<file path="src/rtl/rmn_pkg.sv">
package rmn_pkg;

	// default number of samples one run may hold
	localparam int RUN_DEPTH_DEF = 32;

	// field widths
	localparam int DATA_W = 16;
	localparam int KEY_W  = 16;
	localparam int Q_W    = 16;
	localparam int FRAC_W = 12;

	// sized for the largest run the design supports
	localparam int CNT_W  = 6;
	localparam int SUM_W  = 21;
	localparam int PROD_W = DATA_W + CNT_W;
	localparam int REM_W  = SUM_W + 1;

	// run descriptors waiting between front and back
	localparam int QUEUE_DEPTH = 2;

	typedef struct packed {
		logic              bank;
		logic [CNT_W-1:0]  count;
		logic [SUM_W-1:0]  sum;
		logic [KEY_W-1:0]  angle;
		logic              enable;
	} run_desc_t;

	typedef struct packed {
		logic      valid;
		run_desc_t desc;
	} run_push_t;

	typedef struct packed {
		logic valid;
		logic bank;
	} bank_release_t;

endpackage

</file>
<file path="src/rtl/ring_mean_normalizer.sv">
// a run closes from the hold register once its bank is free and the queue has room; on a key
// change with end of data the old run closes first, then the new one. With the back end idle
// a result passes ST_READ, ST_LOAD, ST_PREP if normalizing a nonzero sum, ST_DIV unless it
// saturates, and is valid in ST_OUT; the next sample is read once it transfers. The front takes
// a sample per cycle while its bank is free, the queue has room and no key change closes a run
// reset: arst_n clears all control state, normalize_enable comes up as 1
module ring_mean_normalizer #(
	parameter int RUN_DEPTH = rmn_pkg::RUN_DEPTH_DEF
) (
	input  logic                         clk,
	input  logic                         arst_n,
	// configuration write
	input  logic                         cfg_we,
	input  logic                         cfg_wdata,
	// sample input
	input  logic                         in_valid,
	output logic                         in_ready,
	input  logic [rmn_pkg::DATA_W-1:0]   sample_value,
	input  logic [rmn_pkg::KEY_W-1:0]    angle_key,
	input  logic                         end_of_data,
	// normalized output
	output logic                         out_valid,
	input  logic                         out_ready,
	output logic [rmn_pkg::Q_W-1:0]      out_value,
	output logic [rmn_pkg::KEY_W-1:0]    out_angle,
	output logic                         run_last,
	output logic                         zero_sum_error
);

	// run index bits, plus one bank select bit for the double buffer
	localparam int IDX_W     = $clog2(RUN_DEPTH);
	localparam int RAM_DEPTH = 2 ** (IDX_W + 1);

	logic                         normalize_enable_q;

	logic                         ram_we;
	logic [IDX_W:0]               ram_waddr;
	logic [rmn_pkg::DATA_W-1:0]   ram_wdata;
	logic                         ram_re;
	logic [IDX_W:0]               ram_raddr;
	logic [rmn_pkg::DATA_W-1:0]   ram_rdata;

	rmn_pkg::run_push_t           push;
	rmn_pkg::run_desc_t           head;
	logic                         q_empty;
	logic                         q_full;
	logic                         pop;
	rmn_pkg::bank_release_t       release_bank;

	// the register value at run close travels with the run descriptor
	always_ff @(posedge clk or negedge arst_n) begin
		if (!arst_n) begin
			normalize_enable_q <= 1'b1;
		end else if (cfg_we) begin
			normalize_enable_q <= cfg_wdata;
		end
	end

	// two banks of run storage: front fills one while back drains the other
	rmn_ram #(
		.WIDTH (rmn_pkg::DATA_W),
		.DEPTH (RAM_DEPTH)
	) u_ram (
		.clk   (clk),
		.we    (ram_we),
		.waddr (ram_waddr),
		.wdata (ram_wdata),
		.re    (ram_re),
		.raddr (ram_raddr),
		.rdata (ram_rdata)
	);

	// front: buffers samples, tracks run sum and count, closes runs
	rmn_front #(
		.RUN_DEPTH (RUN_DEPTH),
		.IDX_W     (IDX_W)
	) u_front (
		.clk          (clk),
		.arst_n       (arst_n),
		.enable       (normalize_enable_q),
		.in_valid     (in_valid),
		.in_ready     (in_ready),
		.sample_value (sample_value),
		.angle_key    (angle_key),
		.end_of_data  (end_of_data),
		.ram_we       (ram_we),
		.ram_waddr    (ram_waddr),
		.ram_wdata    (ram_wdata),
		.push         (push),
		.q_full       (q_full),
		.release_bank (release_bank)
	);

	// closed runs waiting for the back end
	rmn_queue u_queue (
		.clk    (clk),
		.arst_n (arst_n),
		.push   (push),
		.pop    (pop),
		.head   (head),
		.empty  (q_empty),
		.full   (q_full)
	);

	// back: reads each run sample, divides by the mean if enabled, holds one result for transfer
	rmn_back #(
		.RUN_DEPTH (RUN_DEPTH),
		.IDX_W     (IDX_W)
	) u_back (
		.clk            (clk),
		.arst_n         (arst_n),
		.head           (head),
		.q_empty        (q_empty),
		.pop            (pop),
		.ram_re         (ram_re),
		.ram_raddr      (ram_raddr),
		.ram_rdata      (ram_rdata),
		.release_bank   (release_bank),
		.out_valid      (out_valid),
		.out_ready      (out_ready),
		.out_value      (out_value),
		.out_angle      (out_angle),
		.run_last       (run_last),
		.zero_sum_error (zero_sum_error)
	);

endmodule

</file>
<file path="src/rtl/rmn_ram.sv">
module rmn_ram #(
	parameter int WIDTH = 16,
	parameter int DEPTH = 64
) (
	input  logic                     clk,
	input  logic                     we,
	input  logic [$clog2(DEPTH)-1:0] waddr,
	input  logic [WIDTH-1:0]         wdata,
	input  logic                     re,
	input  logic [$clog2(DEPTH)-1:0] raddr,
	output logic [WIDTH-1:0]         rdata
);

	logic [WIDTH-1:0] mem_q [DEPTH];

	always_ff @(posedge clk) begin
		if (we) begin
			mem_q[waddr] <= wdata;
		end
		if (re) begin
			rdata <= mem_q[raddr];
		end
	end

endmodule

</file>
<file path="src/rtl/rmn_queue.sv">
module rmn_queue (
	input  logic               clk,
	input  logic               arst_n,
	input  rmn_pkg::run_push_t push,
	input  logic               pop,
	output rmn_pkg::run_desc_t head,
	output logic               empty,
	output logic               full
);

	localparam int PTR_W = (rmn_pkg::QUEUE_DEPTH > 1) ? $clog2(rmn_pkg::QUEUE_DEPTH) : 1;
	localparam int CNT_QW = $clog2(rmn_pkg::QUEUE_DEPTH + 1);
	localparam logic [PTR_W-1:0] PTR_LAST = PTR_W'(rmn_pkg::QUEUE_DEPTH - 1);

	rmn_pkg::run_desc_t entry_q [rmn_pkg::QUEUE_DEPTH];
	logic [PTR_W-1:0]  wr_ptr_q;
	logic [PTR_W-1:0]  rd_ptr_q;
	logic [CNT_QW-1:0] cnt_q;
	logic              do_push;
	logic              do_pop;

	assign do_push = push.valid && !full;
	assign do_pop  = pop && !empty;
	assign empty   = (cnt_q == '0);
	assign full    = (cnt_q == CNT_QW'(rmn_pkg::QUEUE_DEPTH));
	assign head    = entry_q[rd_ptr_q];

	always_ff @(posedge clk or negedge arst_n) begin
		if (!arst_n) begin
			wr_ptr_q <= '0;
			rd_ptr_q <= '0;
			cnt_q    <= '0;
		end else begin
			if (do_push) begin
				wr_ptr_q <= (wr_ptr_q == PTR_LAST) ? '0 : wr_ptr_q + 1'b1;
			end
			if (do_pop) begin
				rd_ptr_q <= (rd_ptr_q == PTR_LAST) ? '0 : rd_ptr_q + 1'b1;
			end
			case ({do_push, do_pop})
				2'b10:   cnt_q <= cnt_q + 1'b1;
				2'b01:   cnt_q <= cnt_q - 1'b1;
				default: cnt_q <= cnt_q;
			endcase
		end
	end

	always_ff @(posedge clk) begin
		if (do_push) begin
			entry_q[wr_ptr_q] <= push.desc;
		end
	end

endmodule

</file>
<file path="src/rtl/rmn_front.sv">
module rmn_front #(
	parameter int RUN_DEPTH = rmn_pkg::RUN_DEPTH_DEF,
	parameter int IDX_W     = $clog2(RUN_DEPTH)
) (
	input  logic                         clk,
	input  logic                         arst_n,
	input  logic                         enable,
	input  logic                         in_valid,
	output logic                         in_ready,
	input  logic [rmn_pkg::DATA_W-1:0]   sample_value,
	input  logic [rmn_pkg::KEY_W-1:0]    angle_key,
	input  logic                         end_of_data,
	output logic                         ram_we,
	output logic [IDX_W:0]               ram_waddr,
	output logic [rmn_pkg::DATA_W-1:0]   ram_wdata,
	output rmn_pkg::run_push_t           push,
	input  logic                         q_full,
	input  rmn_pkg::bank_release_t       release_bank
);

	logic                         hold_q;
	logic [rmn_pkg::DATA_W-1:0]   hvalue_q;
	logic [rmn_pkg::KEY_W-1:0]    hkey_q;
	logic                         heod_q;
	logic                         bank_q;
	logic [rmn_pkg::CNT_W-1:0]    count_q;
	logic [rmn_pkg::SUM_W-1:0]    sum_q;
	logic [rmn_pkg::KEY_W-1:0]    angle_q;
	logic [1:0]                   busy_q;

	logic                         key_change;
	logic                         can_go;
	logic                         close_old;
	logic                         do_append;
	logic                         close_new;
	logic [rmn_pkg::CNT_W-1:0]    new_count;
	logic [rmn_pkg::SUM_W-1:0]    new_sum;
	logic [rmn_pkg::KEY_W-1:0]    new_angle;
	logic                         accept;

	assign key_change = (count_q != '0) && (hkey_q != angle_q);
	assign can_go     = hold_q && !busy_q[bank_q] && !q_full;
	assign close_old  = can_go && key_change;
	assign do_append  = can_go && !key_change;
	assign new_count  = count_q + 1'b1;
	assign new_sum    = sum_q + rmn_pkg::SUM_W'(hvalue_q);
	assign new_angle  = (count_q == '0) ? hkey_q : angle_q;
	assign close_new  = do_append
		&& (heod_q || (new_count == rmn_pkg::CNT_W'(RUN_DEPTH)));

	assign in_ready = !hold_q || do_append;
	assign accept   = in_valid && in_ready;

	assign ram_we    = do_append;
	assign ram_waddr = {bank_q, count_q[IDX_W-1:0]};
	assign ram_wdata = hvalue_q;

	always_comb begin
		push.valid       = close_old || close_new;
		push.desc.bank   = bank_q;
		push.desc.enable = enable;
		if (close_old) begin
			push.desc.count = count_q;
			push.desc.sum   = sum_q;
			push.desc.angle = angle_q;
		end else begin
			push.desc.count = new_count;
			push.desc.sum   = new_sum;
			push.desc.angle = new_angle;
		end
	end

	always_ff @(posedge clk or negedge arst_n) begin
		if (!arst_n) begin
			hold_q  <= 1'b0;
			bank_q  <= 1'b0;
			count_q <= '0;
			sum_q   <= '0;
			angle_q <= '0;
			busy_q  <= '0;
		end else begin
			if (accept) begin
				hold_q <= 1'b1;
			end else if (do_append) begin
				hold_q <= 1'b0;
			end
			if (close_old || close_new) begin
				bank_q  <= !bank_q;
				count_q <= '0;
				sum_q   <= '0;
			end else if (do_append) begin
				count_q <= new_count;
				sum_q   <= new_sum;
			end
			if (do_append) begin
				angle_q <= new_angle;
			end
			for (int b = 0; b < 2; b++) begin
				if (push.valid && (bank_q == b[0])) begin
					busy_q[b] <= 1'b1;
				end else if (release_bank.valid && (release_bank.bank == b[0])) begin
					busy_q[b] <= 1'b0;
				end
			end
		end
	end

	always_ff @(posedge clk) begin
		if (accept) begin
			hvalue_q <= sample_value;
			hkey_q   <= angle_key;
			heod_q   <= end_of_data;
		end
	end

	// descriptors in flight always have their bank marked busy
	assert property (@(posedge clk) disable iff (!arst_n) q_full |-> (&busy_q))
		else $error("queue full while a bank is free");

	assert property (@(posedge clk) disable iff (!arst_n)
		release_bank.valid |-> busy_q[release_bank.bank])
		else $error("release of a bank that holds no run");

	assert property (@(posedge clk) disable iff (!arst_n)
		push.valid |=> busy_q[$past(bank_q)] && (bank_q != $past(bank_q)))
		else $error("closed run did not claim its bank");

	assert property (@(posedge clk) disable iff (!arst_n) ram_we |-> !busy_q[bank_q])
		else $error("write into a bank still being emitted");

endmodule

</file>
<file path="src/rtl/rmn_back.sv">
module rmn_back #(
	parameter int RUN_DEPTH = rmn_pkg::RUN_DEPTH_DEF,
	parameter int IDX_W     = $clog2(RUN_DEPTH)
) (
	input  logic                         clk,
	input  logic                         arst_n,
	input  rmn_pkg::run_desc_t           head,
	input  logic                         q_empty,
	output logic                         pop,
	output logic                         ram_re,
	output logic [IDX_W:0]               ram_raddr,
	input  logic [rmn_pkg::DATA_W-1:0]   ram_rdata,
	output rmn_pkg::bank_release_t       release_bank,
	output logic                         out_valid,
	input  logic                         out_ready,
	output logic [rmn_pkg::Q_W-1:0]      out_value,
	output logic [rmn_pkg::KEY_W-1:0]    out_angle,
	output logic                         run_last,
	output logic                         zero_sum_error
);

	localparam int DIV_STEPS = rmn_pkg::Q_W / 2;
	localparam int STEP_W    = $clog2(DIV_STEPS);
	localparam int LOW_W     = rmn_pkg::Q_W - rmn_pkg::FRAC_W;

	typedef enum logic [2:0] {
		ST_IDLE,
		ST_READ,
		ST_LOAD,
		ST_PREP,
		ST_DIV,
		ST_OUT
	} state_t;

	state_t                         state_q;
	rmn_pkg::run_desc_t             desc_q;
	logic [rmn_pkg::CNT_W-1:0]      idx_q;
	logic [rmn_pkg::PROD_W-1:0]     prod_q;
	logic [rmn_pkg::REM_W-1:0]      rem_q;
	logic [rmn_pkg::Q_W-1:0]        dsh_q;
	logic [rmn_pkg::Q_W-1:0]        quo_q;
	logic [STEP_W-1:0]              step_q;

	logic                           last;
	logic [rmn_pkg::REM_W-1:0]      divisor;
	logic [rmn_pkg::REM_W-1:0]      r_a;
	logic [rmn_pkg::REM_W-1:0]      r_a2;
	logic [rmn_pkg::REM_W-1:0]      r_b;
	logic [rmn_pkg::REM_W-1:0]      r_b2;
	logic                           ge_a;
	logic                           ge_b;
	logic [rmn_pkg::Q_W-1:0]        quo_next;
	logic [rmn_pkg::PROD_W+3:0]     sat_limit;

	assign last      = ((idx_q + 1'b1) == desc_q.count);
	assign pop       = (state_q == ST_IDLE) && !q_empty;
	assign ram_re    = (state_q == ST_READ);
	assign ram_raddr = {desc_q.bank, idx_q[IDX_W-1:0]};
	assign out_angle = desc_q.angle;

	assign release_bank.valid = (state_q == ST_OUT) && out_ready && last;
	assign release_bank.bank  = desc_q.bank;

	// quotient saturates once sample * count reaches 16 * sum
	assign sat_limit = {(rmn_pkg::PROD_W + 4 - rmn_pkg::SUM_W - LOW_W)'(0), desc_q.sum,
		LOW_W'(0)};

	// two restoring division steps per cycle
	always_comb begin
		divisor  = rmn_pkg::REM_W'(desc_q.sum);
		r_a      = {rem_q[rmn_pkg::REM_W-2:0], dsh_q[rmn_pkg::Q_W-1]};
		ge_a     = (r_a >= divisor);
		r_a2     = ge_a ? (r_a - divisor) : r_a;
		r_b      = {r_a2[rmn_pkg::REM_W-2:0], dsh_q[rmn_pkg::Q_W-2]};
		ge_b     = (r_b >= divisor);
		r_b2     = ge_b ? (r_b - divisor) : r_b;
		quo_next = {quo_q[rmn_pkg::Q_W-3:0], ge_a, ge_b};
	end

	always_ff @(posedge clk or negedge arst_n) begin
		if (!arst_n) begin
			state_q        <= ST_IDLE;
			out_valid      <= 1'b0;
			out_value      <= '0;
			run_last       <= 1'b0;
			zero_sum_error <= 1'b0;
			idx_q          <= '0;
			step_q         <= '0;
		end else begin
			case (state_q)
				ST_IDLE: begin
					if (!q_empty) begin
						idx_q   <= '0;
						state_q <= ST_READ;
					end
				end
				ST_READ: begin
					state_q <= ST_LOAD;
				end
				ST_LOAD: begin
					run_last <= last;
					if (!desc_q.enable) begin
						out_value      <= ram_rdata;
						zero_sum_error <= 1'b0;
						out_valid      <= 1'b1;
						state_q        <= ST_OUT;
					end else if (desc_q.sum == '0) begin
						out_value      <= '0;
						zero_sum_error <= 1'b1;
						out_valid      <= 1'b1;
						state_q        <= ST_OUT;
					end else begin
						zero_sum_error <= 1'b0;
						state_q        <= ST_PREP;
					end
				end
				ST_PREP: begin
					step_q    <= '0;
					out_value <= '1;
					if ({4'b0, prod_q} >= sat_limit) begin
						out_valid <= 1'b1;
						state_q   <= ST_OUT;
					end else begin
						state_q <= ST_DIV;
					end
				end
				ST_DIV: begin
					step_q    <= step_q + 1'b1;
					out_value <= quo_next;
					if (step_q == STEP_W'(DIV_STEPS - 1)) begin
						out_valid <= 1'b1;
						state_q   <= ST_OUT;
					end
				end
				ST_OUT: begin
					if (out_ready) begin
						out_valid <= 1'b0;
						if (last) begin
							state_q <= ST_IDLE;
						end else begin
							idx_q   <= idx_q + 1'b1;
							state_q <= ST_READ;
						end
					end
				end
				default: begin
					state_q <= ST_IDLE;
				end
			endcase
		end
	end

	always_ff @(posedge clk) begin
		case (state_q)
			ST_IDLE: begin
				if (!q_empty) begin
					desc_q <= head;
				end
			end
			ST_LOAD: begin
				prod_q <= rmn_pkg::PROD_W'(ram_rdata) * rmn_pkg::PROD_W'(desc_q.count);
			end
			ST_PREP: begin
				rem_q <= rmn_pkg::REM_W'(prod_q >> LOW_W);
				dsh_q <= {prod_q[LOW_W-1:0], rmn_pkg::FRAC_W'(0)};
				quo_q <= '0;
			end
			ST_DIV: begin
				rem_q <= r_b2;
				dsh_q <= {dsh_q[rmn_pkg::Q_W-3:0], 2'b00};
				quo_q <= quo_next;
			end
			default: begin
			end
		endcase
	end

endmodule

</file>
<file path="config.mk">
export PLATFORM = sky130hd
export DESIGN_NAME = ring_mean_normalizer
export DESIGN_NICKNAME = d
export VERILOG_FILES = /design/src/rtl/rmn_pkg.sv /design/src/rtl/ring_mean_normalizer.sv /design/src/rtl/rmn_ram.sv /design/src/rtl/rmn_queue.sv /design/src/rtl/rmn_front.sv /design/src/rtl/rmn_back.sv
export SDC_FILE = /design/constraint.sdc
export NUM_CORES = 2
export LEC_CHECK = 0
export ABC_AREA = 1
export BUFFER_PORTS_ARGS = -buffer_cell sky130_fd_sc_hd__clkbuf_2
export CORE_MARGIN = 2
export CORE_UTILIZATION = 30
export DETAILED_ROUTE_END_ITERATION = 8
export PLACE_DENSITY = 0.52
export SYNTH_ARGS = -nofsm -noshare
export SYNTH_HDL_FRONTEND = slang
export SYNTH_HIERARCHICAL = 1
export SYNTH_SLANG_ARGS = --single-unit
</file>
<file path="constraint.sdc">
create_clock -name clk -period 4.75 [get_ports clk]
set_clock_uncertainty 0.2 [all_clocks]
set_input_delay 0.475 -clock clk [delete_from_list [all_inputs] [get_ports clk]]
set_output_delay 0.475 -clock clk [all_outputs]
set_load 0.01 [all_outputs]
</file>
==> results.md <==
- Outcome: finished, final reports clean
- Hold Slack: 0.142 ns
- Vias in the first global route: 42,251
- PortBufs: 74
- GRT Util Overall: 0.165
- Worst setup path class: reg2reg
- Post-synthesis mux area share: 0.000238
- Syn avg cell area: 10.6 um2
- Endpoint type of the worst setup path: register
- RSZ-0062 raised after global routing: false
- Leakage: 27.7 nW
- Post-DR vias/cell: 4.82
- Starting Density: 0.301
- Yosys warnings: 6
- Area of the multi-input gates: 19,600 um2
- Largest family of logic cells by synthesized area: simple AND/OR/NAND/NOR gates
- # setup viols final: 0
- # rows: 168
- Sequential share of the synthesized area: 0.637
- Placed Cells: 8,712
- Switching share of total power: 0.366
- Flops & latches, synth: 1,352
- Layout cells sized above 1: 0.0974
- FMAX: 0.223 GHz
- Fin nets: 6,309
- Power per cell area: 570 nW/um2
- TritonCTS clock tree: done
- Final Max Slew Viols: 0
- Synth Flop Type: edfxtp_1
- Drt first-iter violations: 4,077
- Slew @ Worst Pin: 1.05 ns
- Synth Net Count: 6,171
- Final hold vios: 0
- Number of synthesized flops with an enable pin: 1,269
- Post-synth cell types: 60
- Num Clock Sinks: 1,352
- FILL cells: 20,949
- Reg area: 40,200 um2
- Clk slew on worst S/H paths: 0.06 ns
- Die Y: 463 um
- Die ar.: 214,000 um2
- Max-slew headroom: 0.296
- Crit path time final: 4.48 ns
- Crit path required time: 5.06 ns
- Max IR drop VDD: 1.25 mV
- P_int: 26.0 mW
- Top area cells in the synthesized netlist: edfxtp_1, nand2_1, nand3_1
- CP Launch Type: register
- Clk network pwr share: 0.280
- Post-synth top area cell: edfxtp_1
- Post-Syn Area: 63,100 um2
- Synth Area in Compound Gates: 0.0237
- Worst path arrival time: 4.79 ns
- Core area: 209,000 um2
- CP max FO: 7
- Post-Synth Adder-Cell Area: 0.0412
- Synth-to-layout area growth: 14.0%
- Syn Inst Count: 5,960
- Sum of negative setup slack: 0 ns
- Final antenna-violating net count: 0
- Post-Synth Simple-Gate Area: 0.235
- Most frequent cells in the layout: nand2_1, edfxtp_1, nand3_1, inv_1, nor2_1
- Root Buffer: clkbuf_16
- Clk_lat worst skew: 0.81 ns
- Routability-driven placement congestion ratio: 0.854
- H-Tree Depth: 4
- Bufs on Longest Clock Path: 3
- Crit share post-route: 0.944
- TritonRoute pass-1 iters: 7
- Global-route wire length before repair: 269,000 um
- Xor and xnor area share after synthesis: 0.00860
- Wirelength per Cell: 19.9 um
- Die width: 463 um
- Top Ports: 75
- Initial antenna violation count: 8
- Seq pwr share: 0.352
- Path depth of the worst reg2reg path: 15
- Pin count of the biggest net entering global routing: 178
- Max_cap viols: 0
- Yosys top cell area share: 0.604
- Final wirelength: 179,000 um
- Remaining DRCs: 0
- NetSw: 15.0 mW
- Comb pwr share: 0.367
- Ys async rst share: 0.0614
- Total CTS buffers: 149
- Fin cells: 9,020
- Final HPWL DP: 111,000 um
- Via count: 43,513
- Total gr overflow: 0
- Commonest non-fill, non-tap cell in the layout: nand2_1
- Path category of the worst min-delay check: in2async
[layout make-up]
| type | instances | area share |
|---|---|---|
| antenna | 5 | 0.000174 |
| clock buffer | 188 | 0.0549 |
| clock inverter | 75 | 0.0123 |
| inverter | 366 | 0.0195 |
| multi-input combinational | 3926 | 0.272 |
| sequential | 1352 | 0.559 |
| tap | 2805 | 0.0488 |
| timing repair buffer | 303 | 0.0337 |
[registers in the layout, summed over array words and instances, names as in the netlist, 14 cells and up]
| register | cells |
|---|---|
| u_ram/mem_q | 1024 |
| u_back/out_angle | 16 |
| u_front/sum_q | 21 |
| u_front/hkey_q | 16 |
| u_back/out_value | 16 |
| u_back/rem_q | 21 |
| u_back/prod_q | 22 |
| u_back/desc_q | 28 |
| u_front/ram_wdata | 16 |
| u_front/angle_q | 16 |
| u_back/quo_q | 14 |
| u_queue/entry_q | 90 |
| u_ram/rdata | 16 |
[cells in the mapped netlist, types with 4 or more instances]
| cell | n |
|---|---|
| fa_1 | 60 |
| nor2_4 | 4 |
| buf_2 | 128 |
| nor2_2 | 12 |
| xnor2_1 | 22 |
| or2_2 | 6 |
| o21ai_2 | 8 |
| o21bai_1 | 23 |
| nor4_1 | 15 |
| nand2_1 | 2112 |
| nor3_1 | 17 |
| ha_1 | 112 |
| nand3b_1 | 8 |
| nand4_1 | 56 |
| buf_4 | 57 |
| a21oi_1 | 80 |
| nand2_2 | 10 |
| dfrtp_1 | 82 |
| buf_6 | 62 |
| o21ai_1 | 21 |
| buf_1 | 18 |
| o21ai_0 | 91 |
| and2_1 | 6 |
| inv_2 | 18 |
| a311oi_1 | 12 |
| inv_1 | 345 |
| edfxtp_1 | 1269 |
| clkbuf_1 | 48 |
| nand3_1 | 948 |
| nand3_2 | 41 |
| a21o_1 | 4 |
| xor2_1 | 40 |
| nor2_1 | 187 |
[kinds of logic after synthesis]
logic type,after synthesis
AO/OA/AOI/OAI,256
XOR/XNOR,62
adder cells (fa/ha/maj),172
buffers and inverters,682
flip-flops,1352
multiplexers,1
AND/OR/NAND/NOR,3435
[through the flow]
step / utilization / cell area, um2 / total power [mW] / setup slack [ns]
3_3_place_gp: 0.319 / 66700 / 29.6 / 0.224
2_1_floorplan: - / 63100 / 25.7 / 0.414
6_report: 0.344 / 72000 / 41.0 / 0.266
5_1_grt: 0.344 / 72000 / 43.7 / 0.00108
3_5_place_dp: 0.319 / 66700 / 29.7 / 0.282
4_1_cts: 0.344 / 71900 / 41.3 / 0.273
[layer usage]
| layer | global-route usage | vias to the layer above | part of all wire |
|---|---|---|---|
| li1 | - | 20588 | - |
| met1 | 0.234 | 21368 | 0.46 |
| met2 | 0.253 | 1324 | 0.44 |
| met3 | 0.0361 | 227 | 0.076 |
| met4 | 0.0456 | 6 | 0.024 |
| met5 | 0 | - | 0.00018 |
[worst max-delay path, stage by stage (launching register included)]
cell,delay (ns)
edfxtp_1,0.51
nand2_1,0.12
inv_1,0.06
fa_1,0.54
inv_1,0.05
fa_1,0.47
fa_1,0.55
inv_1,0.05
ha_1,0.37
a21oi_1,0.23
nand2_1,0.12
a21oi_1,0.21
o21ai_0,0.22
a21oi_1,0.26
o21ai_0,0.13
xor2_1,0.16
[timing repair]
| action | 4_1_cts | 5_1_grt |
|---|---|---|
| hold buffers | 39 | 0 |
| setup buffers | 0 | 1 |
| endpoints found under the setup margin | 0 | 6 |
| endpoints found under the hold margin | 94 | 0 |
| gates resized for setup | 0 | 1 |
[power groups by stage]
stage               sequential [mW]  clock [mW]  combinational, mW
floorplan                      14.5           0               11.2
global placement               14.7           0               14.9
detailed placement             14.7           0               15.0
CTS                            14.4        11.8               15.1
global route                   14.5        12.2               17.1
finish                         14.4        11.5               15.1
[path summary, 6_finish.rpt]
check,start,end,slack [ns]
min reg2reg,u_queue/cnt_q[1],u_queue/cnt_q[1],0.28
min in group clk,sample_value[12],u_front/ram_wdata[12],0.20
max in group asynchronous,arst_n,u_back/out_value[10],3.31
min,arst_n,u_front/angle_q[6],0.14
max,u_ram/rdata[3],u_back/prod_q[18],0.27
max reg2reg,u_ram/rdata[3],u_back/prod_q[18],0.27
(Power assumes the default switching activity.)
